===== src/rtl/pfc_pkg.sv =====
// Shared types and constants for the IP pair flow counter.
package pfc_pkg;

   // Table geometry and count width
   localparam int TABLE_DEPTH = 64;
   localparam int COUNT_BITS  = 32;
   localparam int SLOT_BITS   = (TABLE_DEPTH > 1) ? $clog2(TABLE_DEPTH) : 1;
   localparam int USED_BITS   = $clog2(TABLE_DEPTH + 1);

   localparam logic [COUNT_BITS-1:0] COUNT_MAX = '1;
   localparam logic [SLOT_BITS-1:0]  LAST_SLOT = SLOT_BITS'(TABLE_DEPTH - 1);

   // Operation codes
   localparam logic OP_RECORD = 1'b0;
   localparam logic OP_DUMP   = 1'b1;

   typedef struct packed {
      logic        op;
      logic [31:0] src_addr;
      logic [31:0] dst_addr;
   } req_type;

   typedef struct packed {
      logic        entry_valid;
      logic [31:0] pair_src;
      logic [31:0] pair_dst;
      logic [31:0] pair_count;
      logic [5:0]  slot_or_rank;
      logic        was_new;
      logic        table_full;
      logic        last;
   } rsp_type;

   // One table entry
   typedef struct packed {
      logic [31:0]           src;
      logic [31:0]           dst;
      logic [COUNT_BITS-1:0] count;
   } entry_type;

   // Item moving through the sort chain
   typedef struct packed {
      logic                 valid;
      logic [SLOT_BITS-1:0] slot;
      entry_type            entry;
   } sort_item_type;

   // Broadcast control to the table cells
   typedef struct packed {
      logic        lookup;
      logic        bump;
      logic        insert;
      logic        rotate;
      logic [31:0] key_src;
      logic [31:0] key_dst;
   } table_ctrl_type;

   // Broadcast control to the sort cells
   typedef struct packed {
      logic clear;
      logic run;
      logic drain;
   } sort_ctrl_type;

   typedef enum logic [2:0] {
      ST_IDLE,
      ST_LOOKUP,
      ST_UPDATE,
      ST_RESP,
      ST_FEED,
      ST_SETTLE,
      ST_DRAIN
   } state_type;

endpackage


===== src/rtl/pfc_table_cell.sv =====
// One table cell: holds an entry, matches the key, bumps its count, takes a new key, rotates.
module pfc_table_cell
   import pfc_pkg::*;
(
   input  logic                  clock,
   input  logic                  reset,
   input  table_ctrl_type        ctrl,
   input  logic                  live,
   input  logic                  sel_new,
   input  entry_type             shift_in,
   output entry_type             entry_out,
   output logic                  hit,
   output logic [COUNT_BITS-1:0] bumped
);

   entry_type entry_ff, entry_in;
   logic      hit_ff, hit_in;

   // Saturating increment of the held count
   assign bumped = (entry_ff.count == COUNT_MAX) ? entry_ff.count
                                                 : entry_ff.count + COUNT_BITS'(1);

   // Update entry and hit flag
   always_comb begin
      entry_in = entry_ff;
      hit_in   = hit_ff;
      if (ctrl.lookup) begin
         hit_in = live && (entry_ff.src == ctrl.key_src) && (entry_ff.dst == ctrl.key_dst);
      end
      if (ctrl.rotate) begin
         entry_in = shift_in;
      end else if (sel_new) begin
         entry_in.src   = ctrl.key_src;
         entry_in.dst   = ctrl.key_dst;
         entry_in.count = COUNT_BITS'(1);
      end else if (ctrl.bump && hit_ff) begin
         entry_in.count = bumped;
      end
   end

   always_ff @(posedge clock) begin
      if (reset) begin
         hit_ff <= 1'b0;
      end else begin
         hit_ff <= hit_in;
      end
   end

   always_ff @(posedge clock) begin
      entry_ff <= entry_in;
   end

   assign entry_out = entry_ff;
   assign hit       = hit_ff;

endmodule


===== config.mk =====
export PLATFORM = sky130hd
export DESIGN_NAME = pfc_table_cell
export DESIGN_NICKNAME = d
export VERILOG_FILES = /design/src/rtl/pfc_pkg.sv /design/src/rtl/pfc_table_cell.sv
export SDC_FILE = /design/constraint.sdc
export NUM_CORES = 1
export LEC_CHECK = 0
export ABC_CLOCK_PERIOD_IN_PS = 2950
export BUFFER_PORTS_ARGS = -buffer_cell sky130_fd_sc_hd__buf_2
export CAP_MARGIN = 20
export CORE_ASPECT_RATIO = 0.6
export CORE_MARGIN = 3
export CORE_UTILIZATION = 46
export CTS_BUF_LIST = sky130_fd_sc_hd__clkbuf_8 sky130_fd_sc_hd__clkbuf_16
export DETAILED_ROUTE_END_ITERATION = 16
export GPL_TIMING_DRIVEN = 0
export HOLD_SLACK_MARGIN = 0.03
export PLACE_DENSITY = 0.82
export SYNTH_ARGS = -nofsm -noshare
export SYNTH_HDL_FRONTEND = slang
export SYNTH_SLANG_ARGS = --single-unit

===== constraint.sdc =====
create_clock -name clock -period 2.95 [get_ports clock]
set_clock_uncertainty 0.05 [all_clocks]
set_input_delay 0.59 -clock clock [delete_from_list [all_inputs] [get_ports clock]]
set_output_delay 0.59 -clock clock [all_outputs]
set_load 0.005 [all_outputs]

**Word-level counts from Yosys, hierarchy flattened**

Index checks and enable logic that the tools add are counted.

- Word-level logic and storage cells: 18
- Input port bits: 168
- Register bits: 97

- Reductions and logical operators: 5
- Equality and inequality tests: 3
- Add/subtract/negate cells: 1
- Muxes and demuxes: 5

Operator list:

| kind | count |
|---|---|
| 2-to-1 mux 32 bit | 3 |
| 2-to-1 mux 96 bit | 1 |
| equality test 32 bit | 2 |
| 2-to-1 mux 64 bit | 1 |
| adder 32 x 1 -> 32 bit (second input constant) | 1 |
| equality test 32 bit (second input constant) | 1 |
| logical AND 1 bit | 3 |
| nonzero test 3 bit | 1 |
| nonzero test 2 bit | 1 |

**Depth between registers and ports, before layout**

- Depth after elaboration: 5
- Depth in mapped cells: 8

**Worst setup path after synthesis**

Ideal clock, no wire load.

- Kind: input to register
- Start: in ctrl[64] (netlist bit)
- End: reg entry_ff (netlist bit entry_out[32]), enable pin
- Required time: 2481 ps
- Cell stages on the path: 3
- Data arrival time: 2226 ps
- Path slack: 256 ps
- Setup time: 419 ps
- Cells stage by stage: clkbuf_1 -> nor2_1 -> inv_1

- Longest elaborated chain between the ends: 1

Ends and longest elaborated chain:

| item | line | RTL |
|---|---|---|
| from (decl) | pfc_table_cell.sv:7 | `input table_ctrl_type ctrl,` |
| nonzero test 2 bit (no line) | n/a |  |
| to (signal assigned) | pfc_table_cell.sv:50 | `entry_ff <= entry_in;` |
| to (decl) | pfc_table_cell.sv:16 | `entry_type entry_ff, entry_in;` |

Every way passes these cells.
A chain may end at the register's enable or synchronous reset.

**Final worst setup path**

- Start: reg entry_ff (netlist bit entry_out[12])
- End: out bumped[28]

- Longest elaborated chain between the ends: 2
- Elaborated cells on any way between the ends: 3
- Classes of those cells: add/sub (1); eq/ne (1); mux (1)

Ends and longest elaborated chain:

| item | line | RTL |
|---|---|---|
| adder 32 x 1 -> 32 bit / equality test 32 bit (equally long branches) | pfc_table_cell.sv:21, pfc_table_cell.sv:20 |  |
| 2-to-1 mux 32 bit (*) | pfc_table_cell.sv:20 | `assign bumped = (entry_ff.count == COUNT_MAX) ? entry_ff.count` |
| to (decl) | pfc_table_cell.sv:13 | `output logic [COUNT_BITS-1:0] bumped` |

Every way passes the cells marked *; elsewhere a longest branch is shown, timed or not.

==> qor.csv <==
metric;value;unit
final setup violation count;0;
share of total power in the clock network;0.317;
Area growth, synth to finish;41.4;%
post-DR wirelength/cell;20.6;microns
initial antenna violation count;1;
Longest Clk Path Bufs;2;
Via density;5.62;
number of flops mapped to enable cells by yosys;96;
diode count;0;
H-tree depth;3;
Syn Area/Cell;12.4;sq um
final slew viol count;0;
drt drc;0;
DR iter-0 viols;410;
combinational power share;0.217;
fillers;885;
Hold Violations, Final;0;
Reg2Reg Setup Slack;0.64;ns
gr ovfl total;0;
internal power;2.86;mW
area share of the largest cell type after synthesis;0.516;
worst hold path depth;3;
Ys Warns;0;
sw frac;0.262;
CTS buffer count;9;
GPL Wtd Cong;0.954;
r2r worst-path depth;7;
final setup margin;0.0317;ns
status;completed;
WS Path Type;flip-flop to output port;
dpl hpwl;15100;microns
Die Y-Extent;91.4;microns
vias in the first global route;5323;
#FFs+latches synth;97;
NumNets Final;956;
DRT Pass-1 Iters;5;
ys async rst share;0;
Core ar.;11600;sq um
crit path launch type;flip-flop;
placement row count;30;
# port buffers;294;
top post-synthesis cells by area;edfxtp_1 (52%), mux2_2 (11%), xnor2_1 (6.3%), a22o_1 (5.6%), xor2_1 (4.5%);
CTS tree;yes;
largest net degree at the start of global routing;37;
Cell Pwr Density;491;nW/um^2
worst path required time;2.31;ns
prevailing post-synth register cell;edfxtp_1;
Crit. End Element;output port;
Initial Utilization;0.484;
Vias;5338;
Max-Slew Margin vs Limit;0.434;
crit path time final;2.92;ns
cells after synthesis;450;
final wirelength;19500;microns
worst path arrival time;2.28;ns
IO Count;297;
RSZ-0062 raised after global routing;true;
largest area contributor in the netlist;edfxtp_1;
ANT nets after route;0;
CP max FO;7;
# hold bufs at CTS;0;
max-cap viol count;0;
final worst-path cycle share;0.989;
most common cell after layout, fill and taps aside;buf_2;
FMAX;343;MHz
first-pass GRT wire length;28600;microns
clock sinks;97;
Clock Pin Slew Worst Setup and Hold Paths;0.07;ns
die span in x;148;microns
layout cells sized above 1;0.534;
total power;3.88;mW
synthesized area;5590;sq um
DP Worst Slack;0.0447;ns
syn_nets;619;
Slew @ Worst Pin;0.848;ns
die area;13600;sq um
clock root buffer;clkbuf_16;
VDD IR-drop max;0.000330;V
count of distinct cell types in the synthesized netlist;47;
overall global routing resource usage;0.271;
commonest non-fill, non-tap cells in the layout;buf_2 (294), edfxtp_1 (96), mux2_2 (53);
sequential share of power;0.466;
register area share after synthesis;0.519;
Worst-Skew Late Latency;0.34;ns
Pleak;3.57;nW
Sw Pwr;1.02;mW
Min-Delay Path Class;primary input to flip-flop;
## worst max-delay path: stages (launching register included)
cell and delay [ns]:
edfxtp_1 0.44, and4_1 0.27, and4_4 0.25, buf_12 0.14
nand2_4 0.06, or4_4 0.44, xnor2_2 0.19, buf_2 0.15
## path summary, 6_finish.rpt
kind,endpoint,startpoint
setup reg to reg,entry_out[27]$_DFFE_PP_,entry_out[21]$_DFFE_PP_
hold / removal,entry_out[41]$_DFFE_PP_,shift_in[41]
hold reg to reg,hit$_SDFFE_PP0P_,hit$_SDFFE_PP0P_
setup / recovery,bumped[28],entry_out[12]$_DFFE_PP_
## flip-flops by register name, summed over array words and instances, names as in the netlist
register and cells:
entry_out 96, hit 1
## cells by family (layout without fill, tap and decap cells)
logic type,after synthesis,after routing,synth area share
flip-flops,97,97,0.519
AO/OA/AOI/OAI,69,69,0.0951
buffers and inverters,43,383,0.0347
adder cells (fa/ha/maj),1,1,0.00224
XOR/XNOR,71,71,0.114
multiplexers,55,55,0.111
AND/OR/NAND/NOR,114,114,0.124
## routing by layer
metal / wire [microns] / global-route usage / vias to the layer above
met2: 9330 / 0.438 / 347
met4: 371 / 0.0776 / 2
met5: 11 / 0 / -
met3: 2090 / 0.0828 / 42
met1: 7740 / 0.355 / 2555
li1: - / - / 2392
## timing repair
action / CTS / global route
pin swaps: 0 / 3
setup endpoints to repair: 4 / 12
setup buffers: 9 / 21
gates resized for setup: 2 / 15
## power groups by stage
stage	Sequential (mW)	Clock, mW	Combinational, mW
after floorplan	1.84	0	0.329
after global placement	1.84	0	0.735
after detailed placement	1.85	0	0.761
after CTS	1.81	1.26	0.797
after global routing	1.82	1.31	0.910
final	1.81	1.23	0.843
## synthesized netlist by cell type (8+ instances only)
library cell / n
edfxtp_1: 96
nand3_1: 12
nor4_1: 8
and3_1: 9
xor2_1: 29
a22o_1: 36
o21ai_0: 12
clkbuf_1: 12
xnor2_1: 40
inv_1: 23
mux2_2: 53
nand2_1: 25
nand4_1: 18
## per-stage QoR
step | TNS [ns] | cells | cell area (sq um) | hold slack (ns) | utilization
after CTS | 0 | 929 | 7690 | 0.477 | 0.665
after floorplan | 0 | 450 | 5590 | 0.447 | -
after global routing | -0.217 | 950 | 7900 | 0.489 | 0.684
after global placement | -42.04 | 904 | 7260 | 0.518 | 0.628
after detailed placement | 0 | 906 | 7310 | 0.512 | 0.632
final | 0 | 950 | 7900 | 0.494 | 0.684
## final cells by class
| cell class | count | area [sq um] | area share |
|---|---|---|---|
| sequential | 97 | 2900 | 0.367 |
| timing repair buffer | 326 | 1740 | 0.221 |
| clock buffer | 9 | 225 | 0.0285 |
| buffer | 20 | 121 | 0.0154 |
| inverter | 23 | 86.3 | 0.0109 |
| tap | 160 | 200 | 0.0253 |
| multi-input combinational | 310 | 2540 | 0.322 |
| clock inverter | 5 | 82.6 | 0.0104 |
Note: power is estimated with default switching activity, not from simulation.
