### src/rtl/pfc_pkg.sv
// Shared types and constants for the IP pair flow counter.
package pfc_pkg;

   // Table geometry and count width
   localparam int TABLE_DEPTH = 64;
   localparam int COUNT_BITS  = 32;
   localparam int SLOT_BITS   = (TABLE_DEPTH > 1) ? $clog2(TABLE_DEPTH) : 1;
   localparam int USED_BITS   = $clog2(TABLE_DEPTH + 1);

   localparam logic [COUNT_BITS-1:0] COUNT_MAX = '1;
   localparam logic [SLOT_BITS-1:0]  LAST_SLOT = SLOT_BITS'(TABLE_DEPTH - 1);

   // Operation codes
   localparam logic OP_RECORD = 1'b0;
   localparam logic OP_DUMP   = 1'b1;

   typedef struct packed {
      logic        op;
      logic [31:0] src_addr;
      logic [31:0] dst_addr;
   } req_type;

   typedef struct packed {
      logic        entry_valid;
      logic [31:0] pair_src;
      logic [31:0] pair_dst;
      logic [31:0] pair_count;
      logic [5:0]  slot_or_rank;
      logic        was_new;
      logic        table_full;
      logic        last;
   } rsp_type;

   // One table entry
   typedef struct packed {
      logic [31:0]           src;
      logic [31:0]           dst;
      logic [COUNT_BITS-1:0] count;
   } entry_type;

   // Item moving through the sort chain
   typedef struct packed {
      logic                 valid;
      logic [SLOT_BITS-1:0] slot;
      entry_type            entry;
   } sort_item_type;

   // Broadcast control to the table cells
   typedef struct packed {
      logic        lookup;
      logic        bump;
      logic        insert;
      logic        rotate;
      logic [31:0] key_src;
      logic [31:0] key_dst;
   } table_ctrl_type;

   // Broadcast control to the sort cells
   typedef struct packed {
      logic clear;
      logic run;
      logic drain;
   } sort_ctrl_type;

   typedef enum logic [2:0] {
      ST_IDLE,
      ST_LOOKUP,
      ST_UPDATE,
      ST_RESP,
      ST_FEED,
      ST_SETTLE,
      ST_DRAIN
   } state_type;

endpackage

### src/rtl/pfc_sort_cell.sv
// One sort cell: keeps the best item seen, passes the other one on, shifts out on drain.
module pfc_sort_cell
   import pfc_pkg::*;
(
   input  logic          clock,
   input  logic          reset,
   input  sort_ctrl_type ctrl,
   input  sort_item_type item_in,
   input  sort_item_type drain_in,
   output sort_item_type held,
   output sort_item_type pass
);

   sort_item_type held_ff, held_in;
   sort_item_type pass_ff, pass_in;
   logic          take;

   // Higher count wins, equal counts go by lower slot
   assign take = item_in.valid &&
                 (!held_ff.valid ||
                  (item_in.entry.count > held_ff.entry.count) ||
                  ((item_in.entry.count == held_ff.entry.count) &&
                   (item_in.slot < held_ff.slot)));

   always_comb begin
      held_in = held_ff;
      pass_in = pass_ff;
      priority if (ctrl.clear) begin
         held_in = '0;
         pass_in = '0;
      end else if (ctrl.drain) begin
         held_in = drain_in;
         pass_in = '0;
      end else if (ctrl.run) begin
         if (take) begin
            held_in = item_in;
            pass_in = held_ff;
         end else begin
            pass_in = item_in;
         end
      end else begin
         // Hold both registers while the chain is idle
         held_in = held_ff;
         pass_in = pass_ff;
      end
   end

   always_ff @(posedge clock) begin
      if (reset) begin
         held_ff <= '0;
         pass_ff <= '0;
      end else begin
         held_ff <= held_in;
         pass_ff <= pass_in;
      end
   end

   assign held = held_ff;
   assign pass = pass_ff;

endmodule

### config.mk
export PLATFORM = sky130hd
export DESIGN_NAME = pfc_sort_cell
export DESIGN_NICKNAME = d
export VERILOG_FILES = /design/src/rtl/pfc_pkg.sv /design/src/rtl/pfc_sort_cell.sv
export SDC_FILE = /design/constraint.sdc
export NUM_CORES = 1
export LEC_CHECK = 0
export BUFFER_PORTS_ARGS = -buffer_cell sky130_fd_sc_hd__buf_2
export CORE_AREA = 2 2 163 165
export DETAILED_ROUTE_END_ITERATION = 8
export DIE_AREA = 0 0 165 167
export PLACE_DENSITY = 0.69
export SYNTH_ARGS = -nofsm -noshare
export SYNTH_HDL_FRONTEND = slang
export SYNTH_SLANG_ARGS = --single-unit
### constraint.sdc
create_clock -name clock -period 2.9 [get_ports clock]
set_clock_uncertainty 0.05 [all_clocks]
set_input_delay 0.58 -clock clock [delete_from_list [all_inputs] [get_ports clock]]
set_output_delay 0.58 -clock clock [all_outputs]
set_load 0.01 [all_outputs]
Word-level counts from Yosys, hierarchy flattened
Index checks and enable logic that the tools add are counted.
{"block": "totals", "register_bits": 206, "output_inout_bits": 206, "wordCells": 27}
{"block": "op_classes", "n_lt_le_gt_ge": 2, "n_eq_ne": 1, "mux": 4, "reduce_logical": 10}
{"cell": "two-way mux 103 bit", "count": 4}
{"cell": "equality test 32 bit", "count": 1}
{"cell": "> comparator 32 bit", "count": 1}
{"cell": "< comparator 6 bit", "count": 1}
{"cell": "nonzero test 2 bit", "count": 2}
{"cell": "OR reduction 3 bit", "count": 1}
{"cell": "logical AND 1 bit", "count": 2}
{"cell": "logical OR 1 bit", "count": 2}
{"cell": "AND reduction 2 bit", "count": 1}
{"cell": "OR reduction 2 bit", "count": 1}
{"cell": "logical NOT 1 bit", "count": 1}

Longest topological paths before layout
Gate-level depths: netlist of the first run.
{"block": "depth", "depth_word": 7, "mapped_depth": 12, "mapped_depth_nobuf": 10}

Worst setup path before layout of the first run
No wires, ideal clock.
{"block": "synth_path", "path_kind": "input -> register", "start": "input item_in[27] in the netlist's numbering", "end": "register pass_ff, in the netlist pass[100]", "setup_ps": 132, "arrival_time_ps": 2507, "t_required_ps": 2718, "path_slack_ps": 210, "stages": 10, "path_buffers": 2, "cell_sequence": "ha_1 > nand4_1 > nor4_2 > nand3_1 > o31a_1 > a21boi_2 > buf_6 > buf_8 > mux2i_1 > a21oi_1"}
{"block": "synth_via", "elab_chain_len": 5, "word_cells_on_any_way": 7, "classes_between": "order compare (1); eq/ne (1); mux (1); reduce/logical (4)"}
{"element": "start: declaration", "line": "pfc_sort_cell.sv:8", "rtl": "input sort_item_type item_in,"}
{"element": "> comparator 32 bit or equality test 32 bit (tied branches)", "line": "pfc_sort_cell.sv:21, pfc_sort_cell.sv:22"}
{"element": "logical OR 1 bit or logical AND 1 bit (tied branches)", "line": "pfc_sort_cell.sv:20, pfc_sort_cell.sv:22"}
{"element": "logical OR 1 bit *", "line": "pfc_sort_cell.sv:21", "rtl": "(item_in.entry.count > held_ff.entry.count) ||"}
{"element": "logical AND 1 bit *", "line": "pfc_sort_cell.sv:19", "rtl": "assign take = item_in.valid &&"}
{"element": "two-way mux 103 bit *", "line": "pfc_sort_cell.sv:35", "rtl": "if (take) begin"}
{"element": "end signal: assignment", "line": "pfc_sort_cell.sv:54", "rtl": "pass_ff <= pass_in;"}
{"element": "end: declaration", "line": "pfc_sort_cell.sv:15", "rtl": "sort_item_type pass_ff, pass_in;"}
Mark *: on every way between the ends. The rest lies on a longest branch, timed or not.
A chain may end at the register's enable or synchronous reset.

Worst setup path after layout of the first run
{"block": "layout_path", "start": "register held_ff, in the netlist held[27]", "end": "register held_ff, in the netlist held[25]"}
{"block": "layout_via", "elab_chain_len": 6, "word_cells_on_any_way": 8, "classes_between": "order compare (1); eq/ne (1); reduce/logical (6)"}
{"element": "start: declaration", "line": "pfc_sort_cell.sv:14", "rtl": "sort_item_type held_ff, held_in;"}
{"element": "start signal: assignment", "line": "pfc_sort_cell.sv:53", "rtl": "held_ff <= held_in;"}
{"element": "> comparator 32 bit or equality test 32 bit (tied branches)", "line": "pfc_sort_cell.sv:21, pfc_sort_cell.sv:22"}
{"element": "logical OR 1 bit or logical AND 1 bit (tied branches)", "line": "pfc_sort_cell.sv:20, pfc_sort_cell.sv:22"}
{"element": "logical OR 1 bit *", "line": "pfc_sort_cell.sv:21"}
{"element": "logical AND 1 bit *", "line": "pfc_sort_cell.sv:19"}
{"element": "nonzero test 2 bit (no line) *"}
{"element": "AND reduction 2 bit (no line) *"}
Marks and branches as above.

==> impl_metrics.env, run 1 <==
export IMPL_clk_latency_ns=0.53
export IMPL_die_area_um2=27560
export IMPL_rows=59
export IMPL_cp_required_ns=3.27
export IMPL_num_fill_cells=2260
export IMPL_rr_startpoint="held[27]$_SDFFE_PP0P_"
export IMPL_cts_clk_slew_worst_paths_ns=0.06
export IMPL_ios=417
export IMPL_p_per_area_nw_per_um2=504.0
export IMPL_arrival_ns=3.40
export IMPL_hold_depth=3
export IMPL_hold_end="held[22]$_SDFFE_PP0P_"
export IMPL_grt_pass1_vias=10630
export IMPL_place_congestion=0.8876
export IMPL_placed_cells=1900
export IMPL_final_nets=1874
export IMPL_clk_path_buf_depth=3
export IMPL_yosys_warnings=0
export IMPL_seqPwrFrac=0.396
export IMPL_fin_crit_sh=1.043
export IMPL_rsz0062_at_grt="yes"
export IMPL_met2_length_um=19060
export IMPL_wl_per_cell_um=19.84
export IMPL_grt_antenna_before_repair=4
export IMPL_criticalPathCategory="reg2reg"
export IMPL_switching_share=0.2830
export IMPL_routed_via_density=5.564
export IMPL_regArea_um2=4144
export IMPL_p_int_w=0.005445
export IMPL_cp_start_kind="register"
export IMPL_wl_met1_um=15420
export IMPL_drt_wl_total_um=39330
export IMPL_ant_nets=0
export IMPL_synth_cell_types=37
export IMPL_leakage_nw=7.140
export IMPL_setup_viol=101
export IMPL_drtPass1Iterations=5
export IMPL_layout_cells_non_filler=1982
export IMPL_cts_buffers=25
export IMPL_worst_slew_pin_slew_ns=0.8271
export IMPL_power_frac_comb=0.187
export IMPL_dieWidth_um=165
export IMPL_synthArstFlopShare=0
export IMPL_grt_first_pass_wirelength_um=58080
export IMPL_period_minus_slack_ns=3.026
export IMPL_drcViolationCount=0
export IMPL_violations="negative setup slack"
export IMPL_synth_seq_cells=206
export IMPL_placeableCoreArea_um2=25760
export IMPL_syn_area_um2=10490
export IMPL_slew_headroom=0.4486
export IMPL_hold_class="in2reg"
export IMPL_final_core_util=0.5848
export IMPL_die_h_um=167
export IMPL_cp_end_kind="register"
export IMPL_status="complete, but fails checks"
export IMPL_postCtsHoldBufs=0
export IMPL_r2r_setup_slack_ns=-0.13
export IMPL_grt_overflow=0
export IMPL_min_from="drain_in[22]"
export IMPL_routed_wl_met3_um=3264
export IMPL_area_growth_pct=43.69
export IMPL_grt_max_degree=207
export IMPL_fmax_mhz=330.5
export IMPL_top_layer="met5"
export IMPL_start_util=0.4070
export IMPL_fin_ws_ns=-0.1256
export IMPL_cts_sinks=206
export IMPL_cp_max_fo=5
export IMPL_worst_r2r_endpoint="held[25]$_SDFFE_PP0P_"
export IMPL_via_count=11030
export IMPL_synth_avg_cell_area_um2=8.908
export IMPL_hpwl_um=25490
export IMPL_synth_edf_count=0
export IMPL_finalHoldViolCount=0
export IMPL_power_share_clock=0.416
export IMPL_p_total_w=0.007594
export IMPL_port_buffers=416
export IMPL_layout_drive_gt1_share=0.4343
export IMPL_synthFlopType="dfxtp_1"
export IMPL_grt_usage=0.2611
export IMPL_final_max_slew_violation_count=0
export IMPL_syn_num_nets=1425
export IMPL_cts_tree="yes"
export IMPL_cap_violations=0
export IMPL_synthCells=1177
export IMPL_multi_input_area_um2=5577
export IMPL_htreeDepth=1
export IMPL_clock_root_buffer="clkbuf_16"
export IMPL_p_switching_w=0.002149
export IMPL_r2r_cells=14
export IMPL_dp_slack_ns=-0.4203
export IMPL_drtIter0Drc=719
export IMPL_seq_area_frac_synth=0.3933
export IMPL_ir_drop_uv=382.0
export IMPL_hold_ws_ns=0.2552
-- worst max path at each step --
| stage | to | start | cells past startpoint | slack [ns] |
|---|---|---|---|---|
| global route | held[27]$_SDFFE_PP0P_ | held[30]$_SDFFE_PP0P_ | 14 | -0.27 |
| detailed placement | pass[54]$_SDFFE_PP0P_ | item_in[14] | 11 | -0.42 |
| finish | held[25]$_SDFFE_PP0P_ | held[27]$_SDFFE_PP0P_ | 14 | -0.13 |
| CTS | pass[23]$_SDFFE_PP0P_ | held[1]$_SDFFE_PP0P_ | 12 | -0.03 |
| floorplan | pass[100]$_SDFFE_PP0P_ | item_in[27] | 10 | 0.21 |
| global placement | pass[49]$_SDFFE_PP0P_ | item_in[27] | 12 | -0.27 |
-- layer usage --
layer,vias up,GRT usage
met3,107,0.05729
met1,5214,0.3206
met5,-,0
met4,2,0.1127
li1,5169,-
met2,535,0.4366
-- layout make-up --
type                       instances  share of cell area
sequential                       206              0.2751
timing repair buffer             535              0.2375
tap                              335             0.02782
clock inverter                    14            0.008637
clock buffer                      31             0.04568
multi-input combinational        719              0.3702
inverter                         139             0.03463
antenna                            3           0.0004983
-- synth_stat cells (all sizes together), types with 2 or more instances --
library cell | n | area, µm²
a21oi | 219 | 1100
o21ai | 210 | 1055
dfxtp | 206 | 4124
inv | 139 | 521.8
a221oi | 104 | 1343
mux2i | 102 | 1021
clkbuf | 81 | 304.0
ha | 37 | 462.9
buf | 32 | 277.8
nand2 | 11 | 41.29
nand4 | 6 | 37.54
nand3 | 5 | 25.02
nor2b | 4 | 25.02
nor2 | 3 | 11.26
nor3 | 3 | 15.01
a21boi | 2 | 18.77
a31oi | 2 | 12.51
nor4 | 2 | 18.77
-- critical path, cell delays in order (launching register included) --
cell      delay [ns]
dfxtp_2         0.32
inv_1           0.06
ha_4            0.28
nand4_1         0.17
nor4_2          0.34
buf_4           0.19
nand3_2         0.07
o31a_1          0.30
buf_4           0.16
a21oi_4         0.24
buf_12          0.15
buf_16          0.11
buf_8           0.11
a21oi_1         0.09
a221oi_2        0.27
-- power groups by stage --
stage	clock, W	combinational (W)	sequential, W
finish	0.00316	0.00142	0.00301
global route	0.00334	0.00153	0.00302
CTS	0.00320	0.00130	0.00301
detailed placement	0	0.00124	0.00307
global placement	0	0.00122	0.00306
floorplan	0	0.000643	0.00310
-- what timing repair did --
| action | CTS | global route |
|---|---|---|
| cloned | 2 | 7 |
| resized for setup | 31 | 66 |
| endpoints found under the setup margin | 184 | 203 |
| pin swaps | 4 | 121 |
| buffers inserted | 14 | 11 |
-- sequential cells by signal, summed over array words and instances, names as in the netlist --
name and cells:
held 103, pass 103
-- cell families after synthesis --
group | synth area share
adder cells (fa/ha/maj) | 0.04415
buffers and inverters | 0.1053
multiplexers | 0.09737
flip-flops | 0.3933
AO/OA/AOI/OAI | 0.3415
AND/OR/NAND/NOR | 0.01838
-- per-stage QoR --
stage               instance area, µm²  TNS, ns
detailed placement               13340   -56.80
global placement                 13340   -37.69
floorplan                        10490        0
global route                     15070   -24.28
CTS                              14460  -0.1549
finish                           15070   -4.845
-- cell usage in the layout (no fill, tap or decap), drive strengths merged, types with 4 or more instances in the layout --
| cell | count |
|---|---|
| clkinv | 9 |
| dfxtp | 206 |
| clkbuf | 39 |
| nand3 | 5 |
| o21ai | 210 |
| mux2i | 102 |
| inv | 141 |
| a21oi | 219 |
| nor2b | 4 |
| ha | 37 |
| a221oi | 104 |
| buf | 527 |
| nand4 | 6 |
| nand2 | 11 |
No activity file was read; power rests on OpenSTA's default activity.
==> run 2: changes to the inputs <==
--- a/config.mk
+++ b/config.mk
@@ -6,10 +6,11 @@
 export NUM_CORES = 1
 export LEC_CHECK = 0
 export BUFFER_PORTS_ARGS = -buffer_cell sky130_fd_sc_hd__buf_2
-export CORE_AREA = 2 2 163 165
+export CORE_MARGIN = 2
+export CORE_UTILIZATION = 35
 export DETAILED_ROUTE_END_ITERATION = 8
-export DIE_AREA = 0 0 165 167
-export PLACE_DENSITY = 0.69
+export PLACE_DENSITY = 0.61
+export SKIP_CTS_REPAIR_TIMING = 1
 export SYNTH_ARGS = -nofsm -noshare
 export SYNTH_HDL_FRONTEND = slang
 export SYNTH_SLANG_ARGS = --single-unit
==> impl_metrics.env, run 2 (same netlist as run 1, synthesis figures left out) <==
export IMPL_grt_first_pass_wirelength_um=56800
export IMPL_cts_sinks=206
export IMPL_num_fill_cells=2747
export IMPL_ir_drop_uv=375.4
export IMPL_cap_violations=0
export IMPL_cts_clk_slew_worst_paths_ns=0.06
export IMPL_placed_cells=1963
export IMPL_via_count=10960
export IMPL_finalHoldViolCount=0
export IMPL_placeableCoreArea_um2=29560
export IMPL_rr_startpoint="held[30]$_SDFFE_PP0P_"
export IMPL_multi_input_area_um2=5961
export IMPL_clk_path_buf_depth=3
export IMPL_cp_required_ns=3.26
export IMPL_regArea_um2=4136
export IMPL_fin_ws_ns=-0.03550
export IMPL_dp_slack_ns=-0.3879
export IMPL_final_max_slew_violation_count=0
export IMPL_wl_per_cell_um=19.64
export IMPL_period_minus_slack_ns=2.936
export IMPL_grt_max_degree=207
export IMPL_port_buffers=416
export IMPL_min_from="drain_in[22]"
export IMPL_drtIter0Drc=512
export IMPL_clk_latency_ns=0.52
export IMPL_worst_slew_pin_slew_ns=0.8955
export IMPL_cp_end_kind="register"
export IMPL_ios=417
export IMPL_p_total_w=0.007596
export IMPL_crit_start="held[30]$_SDFFE_PP0P_"
export IMPL_drt_wl_total_um=39910
export IMPL_violations="negative setup slack"
export IMPL_rows=63
export IMPL_clock_root_buffer="clkbuf_16"
export IMPL_fin_crit_sh=1.012
export IMPL_leakage_nw=7.186
export IMPL_final_cell_mix="buf_2, dfxtp_1, a21oi_1, inv_1, o21ai_0"
export IMPL_final_nets=1874
export IMPL_layout_cells_non_filler=2032
export IMPL_p_per_area_nw_per_um2=490.3
export IMPL_routed_via_density=5.395
export IMPL_criticalPathCategory="reg2reg"
export IMPL_dieWidth_um=177.1
export IMPL_cts_buffers=25
export IMPL_status="complete, but fails checks"
export IMPL_setup_viol=21
export IMPL_layout_drive_gt1_share=0.4585
export IMPL_drcViolationCount=0
export IMPL_grt_overflow=0
export IMPL_grt_antenna_before_repair=3
export IMPL_die_area_um2=31360
export IMPL_area_growth_pct=47.77
export IMPL_die_h_um=177.1
export IMPL_cp_start_kind="register"
export IMPL_drtPass1Iterations=5
export IMPL_slew_headroom=0.4030
export IMPL_place_congestion=0.8757
export IMPL_start_util=0.3547
export IMPL_fmax_mhz=340.7
export IMPL_cp_max_fo=18
export IMPL_cts_tree="yes"
export IMPL_htreeDepth=1
export IMPL_rsz0062_at_grt="yes"
export IMPL_grt_usage=0.2248
export IMPL_hpwl_um=25950
export IMPL_arrival_ns=3.30
export IMPL_ant_nets=0
export IMPL_grt_pass1_vias=10350
export IMPL_hold_class="in2reg"
export IMPL_final_common_cell="buf_2"
-- run 2: cell types whose count changed in the layout (fill, tap and decap cells not counted), moves of 5 or more --
cell,delta
a21oi_4,+24
clkbuf_8,+5
clkinv_2,-5
a21oi_1,-30
dfxtp_2,-6
dfxtp_1,+6
buf_8,-6
a221oi_1,-18
a21oi_2,+6
a221oi_2,+18
-- run 2: final timing paths --
kind | cells after the start | slack [ns] | to
worst min-delay path | 3 | 0.26 | held[22]$_SDFFE_PP0P_
worst min register to register | 2 | 0.46 | held[41]$_SDFFE_PP0P_
worst max register to register | 13 | -0.04 | held[45]$_SDFFE_PP0P_
worst max-delay path | 13 | -0.04 | held[45]$_SDFFE_PP0P_
-- run 2: cell type report --
class,count,area share
diodes,2,0.0003230
clock buffers,36,0.04886
clock inverters,5,0.003230
inverters,139,0.03368
multi-input cells,719,0.3847
flip-flops and latches,206,0.2670
well taps,390,0.03149
repair buffers,535,0.2307
-- run 2: critical path, stage by stage, from the launching register on --
cell and delay [ns]:
dfxtp_2 0.36, inv_2 0.05, ha_4 0.26, nand4_1 0.14, nor4_4 0.30, buf_4 0.18
nand3_2 0.06, o31a_1 0.34, buf_6 0.14, a21oi_4 0.25, buf_12 0.15, buf_12 0.16
a21oi_1 0.09, a221oi_1 0.27
-- run 2: metal layers --
metal	part of all wire	vias up	track usage
met5	0.00030	-	0
met4	0.032	2	0.08299
met3	0.072	87	0.04446
met2	0.48	461	0.3696
met1	0.42	5243	0.2909
li1	-	5170	-
-- run 2: power breakdown --
group	total (W)	internal (W)	switching [W]	leakage [nW]
logic	0.00149	0.000664	0.000824	5.10
registers	0.00300	0.00293	0.0000702	1.68
clock network	0.00310	0.00188	0.00123	0.405
-- run 2: through the flow --
step / instance area (µm²) / setup TNS, ns / hold slack, ns / util
floorplan: 10490 / 0 / 0.4746 / -
global placement: 13460 / -56.34 / 0.4373 / 0.4553
detailed placement: 13460 / -58.34 / 0.4495 / 0.4553
CTS: 14270 / -7.523 / 0.2388 / 0.4826
global route: 15490 / -14.42 / 0.2517 / 0.5241
finish: 15490 / -0.3593 / 0.2646 / 0.5241
==> run 3: changes to the inputs <==
--- a/config.mk
+++ b/config.mk
@@ -5,11 +5,11 @@
 export SDC_FILE = /design/constraint.sdc
 export NUM_CORES = 1
 export LEC_CHECK = 0
-export BUFFER_PORTS_ARGS = -buffer_cell sky130_fd_sc_hd__buf_2
 export CORE_MARGIN = 2
 export CORE_UTILIZATION = 35
 export DETAILED_ROUTE_END_ITERATION = 8
-export PLACE_DENSITY = 0.61
+export DONT_BUFFER_PORTS = 1
+export PLACE_DENSITY = 0.49
 export SKIP_CTS_REPAIR_TIMING = 1
 export SYNTH_ARGS = -nofsm -noshare
 export SYNTH_HDL_FRONTEND = slang
==> impl_metrics.env, run 3 (same netlist as run 1, synthesis figures left out) <==
export IMPL_grt_usage=0.2150
export IMPL_cts_buffers=26
export IMPL_drtPass1Iterations=5
export IMPL_ant_nets=0
export IMPL_routed_via_density=5.632
export IMPL_leakage_nw=5.087
export IMPL_place_congestion=0.8183
export IMPL_regArea_um2=4135
export IMPL_hold_class="in2reg"
export IMPL_fin_ws_ns=0.03754
export IMPL_criticalPathCategory="reg2reg"
export IMPL_port_buffers=0
export IMPL_cts_clk_slew_worst_paths_ns=0.06
export IMPL_fmax_mhz=349.4
export IMPL_ir_drop_uv=325.9
export IMPL_final_cell_area_um2=12590
export IMPL_drtIter0Drc=381
export IMPL_cap_violations=0
export IMPL_rows=63
export IMPL_clock_root_buffer="clkbuf_16"
export IMPL_dp_slack_ns=-0.1846
export IMPL_worst_r2r_endpoint="pass[32]$_SDFFE_PP0P_"
export IMPL_arrival_ns=3.22
export IMPL_r2r_cells=13
export IMPL_slew_headroom=0.5095
export IMPL_hpwl_um=24080
export IMPL_period_minus_slack_ns=2.862
export IMPL_cp_max_fo=8
export IMPL_grt_first_pass_wirelength_um=53250
export IMPL_layout_cells_non_filler=1615
export IMPL_endpoint="pass[32]$_SDFFE_PP0P_"
export IMPL_cts_tree="yes"
export IMPL_r2r_setup_slack_ns=0.04
export IMPL_rsz0062_at_grt="yes"
export IMPL_ios=417
export IMPL_layout_drive_gt1_share=0.2149
export IMPL_drt_wl_total_um=36960
export IMPL_placed_cells=1537
export IMPL_via_count=9096
export IMPL_drcViolationCount=0
export IMPL_start_util=0.3547
export IMPL_cp_required_ns=3.26
export IMPL_die_area_um2=31360
export IMPL_cts_sinks=206
export IMPL_cp_end_kind="register"
export IMPL_final_cell_mix="a21oi_1, dfxtp_1, inv_1, o21ai_0, mux2i_1"
export IMPL_finalHoldViolCount=0
export IMPL_final_common_cell="a21oi_1"
export IMPL_grt_antenna_before_repair=1
export IMPL_grt_max_degree=209
export IMPL_final_max_slew_violation_count=0
export IMPL_clk_path_buf_depth=3
export IMPL_multi_input_area_um2=5424
export IMPL_placeableCoreArea_um2=29560
export IMPL_fin_crit_sh=0.9871
export IMPL_p_per_area_nw_per_um2=562.7
export IMPL_cp_start_kind="register"
export IMPL_final_nets=1452
export IMPL_die_h_um=177.1
export IMPL_status="finished, final reports clean"
export IMPL_wl_per_cell_um=22.89
export IMPL_crit_start="held[24]$_SDFFE_PP0P_"
export IMPL_area_growth_pct=20.06
export IMPL_num_fill_cells=2966
export IMPL_setup_viol=0
export IMPL_postPlaceCellArea_um2=11170
export IMPL_dieWidth_um=177.1
export IMPL_grt_pass1_vias=8951
export IMPL_htreeDepth=1
export IMPL_worst_slew_pin_slew_ns=0.7358
export IMPL_grt_overflow=0
export IMPL_rr_startpoint="held[24]$_SDFFE_PP0P_"
export IMPL_clk_latency_ns=0.53
export IMPL_hold_ws_ns=0.09646
==> run 3: per-layer routing <==
layer | track usage | share of wire | routed length (µm) | vias up
met5 | 0 | 0 | 0 | -
met4 | 0.06371 | 0.027 | 1000 | 0
met3 | 0.07603 | 0.10 | 3756 | 61
met2 | 0.3559 | 0.47 | 17290 | 379
met1 | 0.2615 | 0.40 | 14920 | 4315
li1 | - | - | - | 4341
==> run 3: critical path, cell delays in order (launching register included) <==
cell and delay, ns:
dfxtp_2 0.32, inv_1 0.04, ha_1 0.27, nand4_1 0.17
nor4_4 0.27, buf_4 0.17, nand3_2 0.08, o31a_1 0.34
a21boi_4 0.27, buf_8 0.21, clkbuf_16 0.18, buf_4 0.11
mux2i_1 0.17, a21oi_1 0.08
==> run 3: through the flow <==
step | util | TNS [ns] | total power [W]
global route | 0.4258 | -4.113 | 0.007390
floorplan | - | 0 | 0.003746
global placement | 0.3780 | -10.99 | 0.003915
finish | 0.4259 | 0 | 0.007083
detailed placement | 0.3780 | -20.94 | 0.003923
CTS | 0.4061 | -0.005453 | 0.007065
==> run 3: layout make-up <==
class	count	area share
Clock buffer	34	0.05974
Antenna cell	1	0.0001988
Multi-Input combinational cell	719	0.4309
Inverter	139	0.04145
Tap cell	390	0.03876
Clock inverter	14	0.006063
Timing Repair Buffer	112	0.09442
Sequential cell	206	0.3285
==> run 3: worst min-delay path by stage <==
| stage | start | endpoint | slack, ns | depth (start not counted) |
|---|---|---|---|---|
| CTS | ctrl[1] | pass[58]$_SDFFE_PP0P_ | 0.07 | 1 |
| floorplan | held[37]$_SDFFE_PP0P_ | held[37]$_SDFFE_PP0P_ | 0.47 | 2 |
| finish | ctrl[0] | held[73]$_SDFFE_PP0P_ | 0.1 | 1 |
| global route | ctrl[1] | pass[47]$_SDFFE_PP0P_ | 0.08 | 1 |
| global placement | held[74]$_SDFFE_PP0P_ | held[74]$_SDFFE_PP0P_ | 0.50 | 2 |
| detailed placement | held[75]$_SDFFE_PP0P_ | held[75]$_SDFFE_PP0P_ | 0.51 | 2 |
==> run 3: report_power, final <==
| part | total, W | internal [W] | switching, W |
|---|---|---|---|
| registers | 0.00306 | 0.00293 | 0.000122 |
| clock network | 0.00312 | 0.00182 | 0.00130 |
| logic | 0.000910 | 0.000422 | 0.000488 |
